--- src/design/gbtb_pkg.sv ---
`timescale 1ns / 1ps
`default_nettype none
// ----------------------------------------------------------------------------
// gbtb_pkg
// Shared codes, constants and helpers of the GB2312 text box layout block.
// ----------------------------------------------------------------------------
package gbtb_pkg;

	localparam int KIND_W  = 3;
	localparam int GLYPH_W = 19;

	// result kinds
	localparam logic [KIND_W-1:0] KIND_LEAD_HELD = 3'd0;
	localparam logic [KIND_W-1:0] KIND_ASCII     = 3'd1;
	localparam logic [KIND_W-1:0] KIND_HANZI     = 3'd2;
	localparam logic [KIND_W-1:0] KIND_BLANK     = 3'd3;
	localparam logic [KIND_W-1:0] KIND_BOX_FULL  = 3'd4;
	localparam logic [KIND_W-1:0] KIND_DROPPED   = 3'd5;

	// configuration register indexes
	localparam logic [1:0] REG_BOX_LEFT   = 2'd0;
	localparam logic [1:0] REG_BOX_TOP    = 2'd1;
	localparam logic [1:0] REG_BOX_RIGHT  = 2'd2;
	localparam logic [1:0] REG_BOX_BOTTOM = 2'd3;

	localparam logic [7:0] LEAD_MIN   = 8'hA1;
	localparam logic [7:0] BYTE_BAD   = 8'hFF;
	localparam logic [7:0] ASCII_LIM  = 8'd128;
	localparam int         ROW_CODES  = 94;
	localparam int         HZ_BYTES   = 32;
	localparam int         ASC_BYTES  = 16;
	localparam int         CELL_WIDE  = 16;
	localparam int         CELL_NARROW = 8;

	typedef struct packed {
		logic       lead_pending;
		logic       box_full;
		logic [7:0] held_lead;
	} gbtb_flags_t;

	// HZK16 offset; both bytes are known to lie in 0xA1..0xFE here
	function automatic logic [GLYPH_W-1:0] hz_addr(input logic [7:0] lead,
		input logic [7:0] trail);
		logic [6:0]  row;
		logic [6:0]  col;
		logic [13:0] code;
		begin
			row  = 7'(lead - LEAD_MIN);
			col  = 7'(trail - LEAD_MIN);
			code = 14'(row) * 14'(ROW_CODES) + 14'(col);
			hz_addr = GLYPH_W'(code) * GLYPH_W'(HZ_BYTES);
		end
	endfunction

	function automatic logic [GLYPH_W-1:0] asc_addr(input logic [7:0] b);
		asc_addr = GLYPH_W'(b) * GLYPH_W'(ASC_BYTES);
	endfunction

endpackage
`default_nettype wire

--- src/design/gbtb_layout_step.sv ---
`timescale 1ns / 1ps
`default_nettype none
// ----------------------------------------------------------------------------
// gbtb_layout_step
// Next-state and result logic for one text byte against the current cursor.
// ----------------------------------------------------------------------------
module gbtb_layout_step #(
	parameter int COORD_BITS = 10,
	parameter int INDEX_BITS = 16
) (
	input  wire logic [COORD_BITS-1:0]    box_left,
	input  wire logic [COORD_BITS-1:0]    box_top,
	input  wire logic [COORD_BITS-1:0]    box_right,
	input  wire logic [COORD_BITS-1:0]    box_bottom,
	input  wire logic [7:0]               text_byte,
	input  wire logic                     first_of_text,
	input  wire logic                     last_of_text,
	input  wire logic [INDEX_BITS-1:0]    start_index,
	input  wire logic [COORD_BITS-1:0]    cur_x,
	input  wire logic [COORD_BITS-1:0]    cur_y,
	input  wire logic [INDEX_BITS-1:0]    cur_index,
	input  wire gbtb_pkg::gbtb_flags_t    cur_flags,
	output logic [COORD_BITS-1:0]         nxt_x,
	output logic [COORD_BITS-1:0]         nxt_y,
	output logic [INDEX_BITS-1:0]         nxt_index,
	output gbtb_pkg::gbtb_flags_t         nxt_flags,
	output logic [gbtb_pkg::KIND_W-1:0]   kind,
	output logic [gbtb_pkg::GLYPH_W-1:0]  glyph_address,
	output logic [COORD_BITS-1:0]         pos_x,
	output logic [COORD_BITS-1:0]         pos_y
);
	import gbtb_pkg::*;

	localparam logic [COORD_BITS-1:0] COORD_MAX = '1;
	localparam logic [INDEX_BITS-1:0] INDEX_MAX = '1;
	localparam logic [COORD_BITS:0]   WIDE_W    = (COORD_BITS+1)'(CELL_WIDE);
	localparam logic [COORD_BITS:0]   NARROW_W  = (COORD_BITS+1)'(CELL_NARROW);

	logic [COORD_BITS-1:0] x0, y0, x1, y1;
	logic [INDEX_BITS-1:0] idx0, idx_inc;
	gbtb_flags_t           f0;
	logic [COORD_BITS:0]   x0_wide, y0_wide, x1_wide, y1_wide, x1_narrow;
	logic                  wrap, full1, bad_trail;

	always_comb begin
		x0   = first_of_text ? box_left : cur_x;
		y0   = first_of_text ? box_top : cur_y;
		idx0 = first_of_text ? start_index : cur_index;
		f0   = first_of_text ? '0 : cur_flags;
	end

	assign idx_inc = (idx0 == INDEX_MAX) ? idx0 : idx0 + 1'b1;

	// wrap and full checks on the cursor after the first-of-text load
	assign x0_wide = {1'b0, x0} + WIDE_W;
	assign y0_wide = {1'b0, y0} + WIDE_W;
	assign wrap    = !f0.box_full && (x0_wide > {1'b0, box_right});

	always_comb begin
		x1 = wrap ? box_left : x0;
		y1 = wrap ? (y0_wide[COORD_BITS] ? COORD_MAX : y0_wide[COORD_BITS-1:0]) : y0;
	end

	assign x1_wide   = {1'b0, x1} + WIDE_W;
	assign y1_wide   = {1'b0, y1} + WIDE_W;
	assign x1_narrow = {1'b0, x1} + NARROW_W;
	assign full1     = f0.box_full || (y1_wide > {1'b0, box_bottom})
		|| (x1_wide > {1'b0, box_right});

	assign bad_trail = (text_byte < LEAD_MIN) || (text_byte == BYTE_BAD)
		|| (f0.held_lead == BYTE_BAD);

	always_comb begin
		nxt_x         = x0;
		nxt_y         = y0;
		nxt_index     = idx0;
		nxt_flags     = f0;
		kind          = KIND_DROPPED;
		glyph_address = '0;
		pos_x         = x0;
		pos_y         = y0;
		priority if (f0.lead_pending) begin
			nxt_flags.lead_pending = 1'b0;
			nxt_flags.held_lead    = '0;
			nxt_index              = idx_inc;
			if (!bad_trail) begin
				kind          = KIND_HANZI;
				glyph_address = hz_addr(f0.held_lead, text_byte);
				nxt_x = x0_wide[COORD_BITS] ? COORD_MAX : x0_wide[COORD_BITS-1:0];
			end
		end else if (full1) begin
			nxt_x             = x1;
			nxt_y             = y1;
			nxt_flags.box_full = 1'b1;
			kind              = KIND_BOX_FULL;
			pos_x             = x1;
			pos_y             = y1;
		end else if (text_byte >= LEAD_MIN) begin
			nxt_x     = x1;
			nxt_y     = y1;
			nxt_index = idx_inc;
			pos_x     = x1;
			pos_y     = y1;
			if (!last_of_text) begin
				kind                   = KIND_LEAD_HELD;
				nxt_flags.lead_pending = 1'b1;
				nxt_flags.held_lead    = text_byte;
			end
		end else begin
			nxt_x     = x1_narrow[COORD_BITS] ? COORD_MAX : x1_narrow[COORD_BITS-1:0];
			nxt_y     = y1;
			nxt_index = idx_inc;
			pos_x     = x1;
			pos_y     = y1;
			if (text_byte < ASCII_LIM) begin
				kind          = KIND_ASCII;
				glyph_address = asc_addr(text_byte);
			end else begin
				kind = KIND_BLANK;
			end
		end
	end

endmodule
`default_nettype wire

--- src/design/gb2312_text_box_layout_top.sv ---
`timescale 1ns / 1ps
`default_nettype none
// ----------------------------------------------------------------------------
// gb2312_text_box_layout_top
// Lays out mixed ASCII / GB2312 text bytes into a configured rectangle and
// reports the ASC16 / HZK16 glyph address and cell position of each byte.
// ----------------------------------------------------------------------------
//  channel   direction  handshake           contents
//  s_*       in         s_tvalid/s_tready   text byte, start index, first, last
//  m_*       out        m_tvalid/m_tready   kind, glyph address, x, y, next index
//  cfg_*     in         cfg_valid/cfg_ready box edge register writes
//
//  one byte per cycle sustained while the m side does not stall; the result
//  is registered (input register, then layout logic into the result register).
//  the cursor state updates as a byte leaves the input register, so bytes
//  follow each other with no gap.
//  reset clears cursor, index and flags and loads the box to 0,0,159,95.
//  a stalled m side holds the result; s_tready drops only when both stages
//  are full. configuration writes are always taken.
// ----------------------------------------------------------------------------
module gb2312_text_box_layout_top #(
	parameter int COORD_BITS = 10,
	parameter int INDEX_BITS = 16
) (
	input  wire logic                  clk,
	input  wire logic                  arst_n,
	input  wire logic                  cfg_valid,
	output logic                       cfg_ready,
	input  wire logic [1:0]            cfg_index,
	input  wire logic [COORD_BITS-1:0] cfg_data,
	input  wire logic                  s_tvalid,
	output logic                       s_tready,
	// text_byte [7:0], start_index above it, zero padded
	input  wire logic [((8+INDEX_BITS+7)/8)*8-1:0] s_tdata,
	// first_of_text
	input  wire logic                  s_tuser,
	input  wire logic                  s_tlast,
	output logic                       m_tvalid,
	input  wire logic                  m_tready,
	// glyph_address [18:0], pos_x, pos_y, next_index, zero padded
	output logic [((gbtb_pkg::GLYPH_W+2*COORD_BITS+INDEX_BITS+7)/8)*8-1:0] m_tdata,
	// kind
	output logic [gbtb_pkg::KIND_W-1:0] m_tuser
);
	import gbtb_pkg::*;

	localparam int OUT_FIELDS = GLYPH_W + 2*COORD_BITS + INDEX_BITS;
	localparam int OUT_W      = ((OUT_FIELDS + 7) / 8) * 8;

	logic [COORD_BITS-1:0] box_left_q, box_top_q, box_right_q, box_bottom_q;
	logic [COORD_BITS-1:0] cur_x_q, cur_y_q, nxt_x, nxt_y;
	logic [INDEX_BITS-1:0] cur_index_q, nxt_index;
	gbtb_flags_t           flags_q, nxt_flags;

	logic                  valid_s1, first_s1, last_s1;
	logic [7:0]            byte_s1;
	logic [INDEX_BITS-1:0] start_s1;

	logic                  out_valid_q;
	logic [KIND_W-1:0]     kind_q, kind_c;
	logic [GLYPH_W-1:0]    glyph_q, glyph_c;
	logic [COORD_BITS-1:0] pos_x_q, pos_y_q, pos_x_c, pos_y_c;
	logic [INDEX_BITS-1:0] next_index_q;
	logic                  advance;

	assign cfg_ready = 1'b1;
	assign advance   = !out_valid_q || m_tready;
	assign s_tready  = !valid_s1 || advance;

	always_ff @(posedge clk or negedge arst_n) begin
		if (!arst_n) begin
			box_left_q   <= '0;
			box_top_q    <= '0;
			box_right_q  <= COORD_BITS'(159);
			box_bottom_q <= COORD_BITS'(95);
		end else if (cfg_valid) begin
			unique case (cfg_index)
				REG_BOX_LEFT:   box_left_q   <= cfg_data;
				REG_BOX_TOP:    box_top_q    <= cfg_data;
				REG_BOX_RIGHT:  box_right_q  <= cfg_data;
				REG_BOX_BOTTOM: box_bottom_q <= cfg_data;
				default:        box_left_q   <= box_left_q;
			endcase
		end
	end

	// input register
	always_ff @(posedge clk or negedge arst_n) begin
		if (!arst_n) begin
			valid_s1 <= 1'b0;
		end else if (s_tready) begin
			valid_s1 <= s_tvalid;
		end
	end

	always_ff @(posedge clk) begin
		if (s_tready && s_tvalid) begin
			byte_s1  <= s_tdata[7:0];
			start_s1 <= s_tdata[8 +: INDEX_BITS];
			first_s1 <= s_tuser;
			last_s1  <= s_tlast;
		end
	end

	gbtb_layout_step #(
		.COORD_BITS(COORD_BITS),
		.INDEX_BITS(INDEX_BITS)
	) u_step (
		.box_left      (box_left_q),
		.box_top       (box_top_q),
		.box_right     (box_right_q),
		.box_bottom    (box_bottom_q),
		.text_byte     (byte_s1),
		.first_of_text (first_s1),
		.last_of_text  (last_s1),
		.start_index   (start_s1),
		.cur_x         (cur_x_q),
		.cur_y         (cur_y_q),
		.cur_index     (cur_index_q),
		.cur_flags     (flags_q),
		.nxt_x         (nxt_x),
		.nxt_y         (nxt_y),
		.nxt_index     (nxt_index),
		.nxt_flags     (nxt_flags),
		.kind          (kind_c),
		.glyph_address (glyph_c),
		.pos_x         (pos_x_c),
		.pos_y         (pos_y_c)
	);

	// cursor state and result valid move on the transfer out of stage one
	always_ff @(posedge clk or negedge arst_n) begin
		if (!arst_n) begin
			cur_x_q     <= '0;
			cur_y_q     <= '0;
			cur_index_q <= '0;
			flags_q     <= '0;
			out_valid_q <= 1'b0;
		end else if (advance) begin
			out_valid_q <= valid_s1;
			if (valid_s1) begin
				cur_x_q     <= nxt_x;
				cur_y_q     <= nxt_y;
				cur_index_q <= nxt_index;
				flags_q     <= nxt_flags;
			end
		end
	end

	always_ff @(posedge clk) begin
		if (advance && valid_s1) begin
			kind_q       <= kind_c;
			glyph_q      <= glyph_c;
			pos_x_q      <= pos_x_c;
			pos_y_q      <= pos_y_c;
			next_index_q <= nxt_index;
		end
	end

	assign m_tvalid = out_valid_q;
	assign m_tuser  = kind_q;
	assign m_tdata  = OUT_W'({next_index_q, pos_y_q, pos_x_q, glyph_q});

endmodule
`default_nettype wire
--- config.mk ---
export PLATFORM = sky130hd
export DESIGN_NAME = gb2312_text_box_layout_top
export DESIGN_NICKNAME = d
export VERILOG_FILES = /design/src/design/gbtb_pkg.sv /design/src/design/gbtb_layout_step.sv /design/src/design/gb2312_text_box_layout_top.sv
export SDC_FILE = /design/constraint.sdc
export NUM_CORES = 1
export LEC_CHECK = 0
export BUFFER_PORTS_ARGS = -buffer_cell sky130_fd_sc_hd__buf_2
export CAP_MARGIN = 20
export CORE_MARGIN = 2
export CORE_UTILIZATION = 60
export DETAILED_ROUTE_END_ITERATION = 6
export PLACE_DENSITY_LB_ADDON = 0.2
export SLEW_MARGIN = 20
export SYNTH_ARGS = -nofsm -noshare
export SYNTH_HDL_FRONTEND = slang
export SYNTH_SLANG_ARGS = --single-unit
--- constraint.sdc ---
create_clock -name clk -period 9.9 [get_ports clk]
set_input_delay 1.485 -clock clk [delete_from_list [all_inputs] [get_ports clk]]
set_output_delay 1.485 -clock clk [all_outputs]
set_load 0.05 [all_outputs]
======== Yosys cells after proc, flatten, opt, wreduce, memory -nomap -nowiden ========
Cells that the tools add are included.
operators by class
  reductions and logical operators ........ 18
  $mul .................................... 1
  add/subtract/negate cells ............... 9
  magnitude comparators ................... 6
  eq/ne operators ......................... 6
  multiplexer cells ....................... 39
operators by type and width
  kind                                                number
  2-to-1 mux 10 bit                                   14
  2-to-1 mux 19 bit                                   4
  2-to-1 mux 16 bit                                   4
  adder 10 x 5 -> 11 bit (second input constant)      4
  > comparator 11 x 10 -> 1 bit                       3
  2-to-1 mux 8 bit                                    4
  adder 16 x 1 -> 16 bit (second input constant)      1
  == test 16 bit (second input constant)              1
  == test 8 bit (second input constant)               2
  < comparator 8 bit (second input constant)          2
  2-to-1 mux 3 bit                                    5
  adder 14 x 7 -> 14 bit                              1
  subtractor 7 x 6 -> 7 bit (second input constant)   2
  multiplier 7 x 6 -> 13 bit (second input constant)  1
  2-to-1 mux 12 bit                                   1
  adder 10 x 4 -> 11 bit (second input constant)      1
  AND reduction 2 bit                                 5
  >= comparator 8 bit (second input constant)         1
  logical OR 1 bit                                    6
  2-to-1 mux 1 bit                                    6
  == test 2 bit (second input constant)               2
  logical AND 1 bit                                   3
  zero test 1 bit                                     3
  == test 2 x 1 -> 1 bit (second input constant)      1
  other kinds (2)                                     2
word-level totals
  output and inout port bits .............. 62
  flip-flop bits (word level) ............. 172
  bits of input ports ..................... 43
  word-level logic and storage cells ...... 100

======== Logic depth before layout (Yosys ltp) ========
  depth in word-level cells ............... 11
  mapped depth ............................ 36

======== By module ========
A second synthesis with hierarchy kept.
unflattened totals
  cells, all modules ...................... 969
  area, all modules ....................... 10832.9 um^2
by module, submodules not included
  module                      sequential area each (um^2)  times used  cells each  area an instance (um^2)
  gb2312_text_box_layout_top  4739.5                       1           281         5980.7
  gbtb_layout_step            0.0                          1           688         4852.2

======== Worst setup path before layout ========
Ideal clock, no wire load.
  path type ............................... register to register
  start ................................... reg first_s1
  end ..................................... reg cur_x_q[9]
  stages on the path, launching flop included .. 33
  library setup time ...................... 0.138 ns
  slack ................................... 2.551 ns
  arrival ................................. 7.211 ns
  cell sequence ........................... edfxtp_1 buf_6 buf_4 buf_6 buf_2 buf_2 buf_1 clkbuf_1 buf_1 mux2_2 xnor2_1 ha_1 and3_1 a211oi_1 o21ai_2 nand3_1 buf_1 nor3_1 nor2_1 ha_1 inv_1 a2111o_2 xor2_1 ha_1 a21o_1 a211oi_1 a31o_2 o2111ai_1 nor2_1 o2111ai_1 or4b_2 xnor2_1 a21oi_1
on the way
  longest elaborated chain between the ends .. 11
RTL lines
  item                           RTL line                           RTL
  start, declared                gb2312_text_box_layout_top.sv:55   logic valid_s1, first_s1, last_s1;
  start signal, assigned         gb2312_text_box_layout_top.sv:100  first_s1 <= s_tuser;
  2-to-1 mux 10 bit              gbtb_layout_step.sv:46             x0 = first_of_text ? box_left : cur_x;
  adder 10 x 5 -> 11 bit         gbtb_layout_step.sv:55             assign x0_wide = {1'b0, x0} + WIDE_W;
  > comparator 11 x 10 -> 1 bit  gbtb_layout_step.sv:57             assign wrap = !f0.box_full && (x0_wide > {1'b0, box_right});
  logical AND 1 bit              gbtb_layout_step.sv:57
  2-to-1 mux 10 bit              gbtb_layout_step.sv:61             y1 = wrap ? (y0_wide[COORD_BITS] ? COORD_MAX : y0_wide[COORD_BITS-1:0]) : y0;
  adder 10 x 5 -> 11 bit         gbtb_layout_step.sv:65             assign y1_wide = {1'b0, y1} + WIDE_W;
  > comparator 11 x 10 -> 1 bit  gbtb_layout_step.sv:67             assign full1 = f0.box_full || (y1_wide > {1'b0, box_bottom})
  logical OR 1 bit               gbtb_layout_step.sv:67
  logical OR 1 bit               gbtb_layout_step.sv:68             || (x1_wide > {1'b0, box_right});
  2-to-1 mux 10 bit              gbtb_layout_step.sv:91             end else if (full1) begin
  2-to-1 mux 10 bit *            gbtb_layout_step.sv:82             priority if (f0.lead_pending) begin
  end signal, assigned           gb2312_text_box_layout_top.sv:142  cur_x_q <= nxt_x;
  end, declared                  gb2312_text_box_layout_top.sv:51   logic [COORD_BITS-1:0] cur_x_q, cur_y_q, nxt_x, nxt_y;
Every way passes the cells marked *; elsewhere a longest branch is shown, timed or not.
A chain may end at the register's enable or synchronous reset.

======== Final worst setup path ========
  start ................................... reg first_s1
  end ..................................... reg glyph_q[18], data pin
on the way
  longest elaborated chain between the ends .. 11
RTL lines
  item                           RTL line                           RTL
  2-to-1 mux 10 bit              gbtb_layout_step.sv:46
  adder 10 x 5 -> 11 bit         gbtb_layout_step.sv:55
  > comparator 11 x 10 -> 1 bit  gbtb_layout_step.sv:57
  logical AND 1 bit              gbtb_layout_step.sv:57
  2-to-1 mux 10 bit              gbtb_layout_step.sv:61
  adder 10 x 5 -> 11 bit         gbtb_layout_step.sv:65
  > comparator 11 x 10 -> 1 bit  gbtb_layout_step.sv:67
  logical OR 1 bit               gbtb_layout_step.sv:67
  logical OR 1 bit               gbtb_layout_step.sv:68
  2-to-1 mux 19 bit              gbtb_layout_step.sv:91
  2-to-1 mux 19 bit *            gbtb_layout_step.sv:82
  end signal, assigned           gb2312_text_box_layout_top.sv:153  glyph_q <= glyph_c;
  end, declared                  gb2312_text_box_layout_top.sv:61   logic [GLYPH_W-1:0] glyph_q, glyph_c;
Marks and branches as above.

==> results.json <==
{
  "setup_tns_ps": 0,
  "slew_headroom_pct": 40.3,
  "first_iter_violations": 664,
  "post-route-drc-count": 0,
  "cts_max_level": 4,
  "grt_pass1_wl_um": 39600,
  "period_needed_ps": 8110,
  "antenna_found_initial": 0,
  "drv_cap": 0,
  "cts_hold_buf": 0,
  "fill_cells": 1372,
  "vias": 7972,
  "path_clk_slew_ps": 70,
  "num_io_pins": 105,
  "dp_hpwl_um": 17800,
  "syn_inst": 1020,
  "slew_viol_final": 0,
  "r2r_start": "first_s1",
  "overflow": 0,
  "cts_setup_buffers": 0,
  "ys_seq_area_share_pct": 43.4,
  "grt_start_max_net_pins": 65,
  "synth-async-reset-ratio_pct": 52.4,
  "rr_endpoint": "glyph_q[18]",
  "crit_end": "glyph_q[18]",
  "start_util_pct": 61.5,
  "nets": 1239,
  "clk_path_buf_depth": 2,
  "crit_type": "reg2reg",
  "routed_wl_um": 24600,
  "grt_pass1_vias": 7758,
  "outcome": "finished clean",
  "worstSkewPairLatency_ps": 440,
  "drive_gt1_share_pct": 20.3,
  "cts_buffers": 17,
  "syn_avg_cell_area_um2": 10.4,
  "fmax_mhz": 123,
  "root_buffer": "clkbuf_16",
  "cp_data_arrival_time_ps": 8390,
  "post-route-period-util_pct": 81.9,
  "setup_violations": 0,
  "die_h_um": 137,
  "gp_congestion": 0.899,
  "synth.distinct_cells": 79,
  "cts_resized": 0,
  "critPathLaunch": "first_s1",
  "diodes": 0,
  "dr.pass1.iters": 6,
  "clock-sinks": 168,
  "ys.flop_type": "edfxtp_1",
  "antenna_left": 0,
  "mostFrequentLayoutCells": "nand2_1, buf_2, edfxtp_1",
  "reg2reg_setup_slack_ps": 1790,
  "synth-edff-count": 80,
  "yosysWarningCount": 0,
  "crit_path_end_kind": "register",
  "hold_viol_final": 0,
  "syn_area_um2": 10600,
  "grtUsageTotal_pct": 27.3,
  "ys_ff_latch": 168,
  "row_count": 48,
  "cp.required_ps": 10180,
  "wire_per_inst_um": 18.3,
  "synthToLayoutAreaGrowth_pct": 11.7,
  "skew_ps": 8.68,
  "die_area_um2": 18800,
  "start_kind": "register",
  "cts_tree": "yes",
  "min_path_type": "reg2reg",
  "core-area_um2": 17300,
  "tightestPinTransition_ps": 887,
  "rsz0062_at_grt": "false",
  "final_common_cell": "nand2_1",
  "numPortBuffers": 98,
  "via_per_inst": 5.92,
  "r2r_cells": 24,
  "cp_max_fo": 59,
  "die_w_um": 137
}
-- worst min-delay path by stage --
stage	from	endpoint	slack, ps	depth (start not counted)
2_1_floorplan	cur_index_q[0]	cur_index_q[0]	450	2
3_3_place_gp	cur_index_q[0]	cur_index_q[0]	460	2
3_5_place_dp	cur_index_q[0]	cur_index_q[0]	460	2
4_1_cts	cur_index_q[0]	cur_index_q[0]	480	2
5_1_grt	cur_index_q[8]	cur_index_q[8]	510	1
6_report	cur_index_q[0]	cur_index_q[0]	480	2
-- cells by family (layout without fill, tap and decap cells) --
| family | count (synthesis) | after routing | share of synthesized area (%) |
|---|---|---|---|
| adder cells (fa/ha/maj) | 87 | 87 | 11.2 |
| buffers and inverters | 119 | 217 | 4.74 |
| multiplexers | 94 | 94 | 9.60 |
| AND/OR/NAND/NOR | 290 | 290 | 13.1 |
| AO/OA/AOI/OAI | 204 | 204 | 13.2 |
| flip-flops | 168 | 168 | 43.4 |
| XOR/XNOR | 56 | 56 | 4.61 |
| other | 2 | 6 | 0.0706 |
-- flip-flops by register name, indices dropped and copies added, names as in the netlist --
name / cells
glyph_q: 15
box_bottom_q: 10
start_s1: 16
box_left_q: 10
byte_s1: 8
cur_y_q: 10
first_s1: 1
m_tvalid: 1
cur_index_q: 16
next_index_q: 16
m_tuser: 3
box_right_q: 10
pos_x_q: 10
last_s1: 1
pos_y_q: 10
flags_q: 10
box_top_q: 10
cur_x_q: 10
valid_s1: 1
-- critical path: stages, from the launching register on --
cell and delay (ps):
edfxtp_1 870, buf_4 690, clkinv_1 660, nand2_1 370, ha_1 230, a21boi_0 120, o21ai_0 630, inv_1 210
fa_1 550, inv_1 50, ha_1 270, inv_1 50, fa_1 590, inv_1 70, ha_1 290, a21o_1 160
a21oi_1 240, o21bai_1 110, a21oi_1 230, xnor2_1 210, nand2_1 120, nor4b_1 530, a31oi_1 190, or3_1 360
a21oi_1 140
-- cell usage after synthesis, drive strengths merged (6+ instances only) --
cell type	n	area share, %
a21o	16	1.1
a21oi	46	2.2
nand2	104	3.7
a32oi	7	0.58
o21a	10	0.71
buf	21	1.3
xnor2	29	2.4
a22o	11	0.91
dfstp	12	3.0
dfrtp	76	18
o31ai	6	0.42
o21ai	47	2.3
edfxtp	80	23
ha	73	8.6
nand3	23	1.1
nand4	12	0.85
a31oi	7	0.41
nor2b	15	0.88
fa	14	2.6
nand2b	8	0.47
mux2	62	6.6
mux2i	32	3.0
nand3b	6	0.42
nor3	23	1.1
or3	6	0.35
inv	77	2.7
clkbuf	20	0.71
o211ai	6	0.47
nor2	69	2.5
xor2	27	2.2
-- final cells by class --
cell class	instances	area, um^2	share of cell area (%)
multi-input cells	737	5540	46.6
flip-flops and latches	168	4620	38.8
repair buffers	107	561	4.71
clock buffers	17	425	3.58
inverters	78	294	2.47
well taps	225	282	2.37
clock inverters	15	174	1.46
-- stage by stage --
step	hold slack, ps	instances	utilization (%)	instance area [um^2]	setup slack [ps]
after floorplan	445	1024	-	10700	2550
after global placement	459	1315	65.3	11300	2010
after detailed placement	462	1315	65.3	11300	1930
after CTS	479	1347	68.8	11900	1880
after global routing	512	1347	68.8	11900	1160
final	477	1347	68.8	11900	1790
-- layer usage --
metal	global-route usage, %	wire (um)
met5	0	0
met4	7.39	456
met3	5.48	1310
met2	44.0	11600
met1	37.8	11300
Power is not shown: default switching activity piles up to over one toggle a cycle in this logic, so the estimate is an artifact.
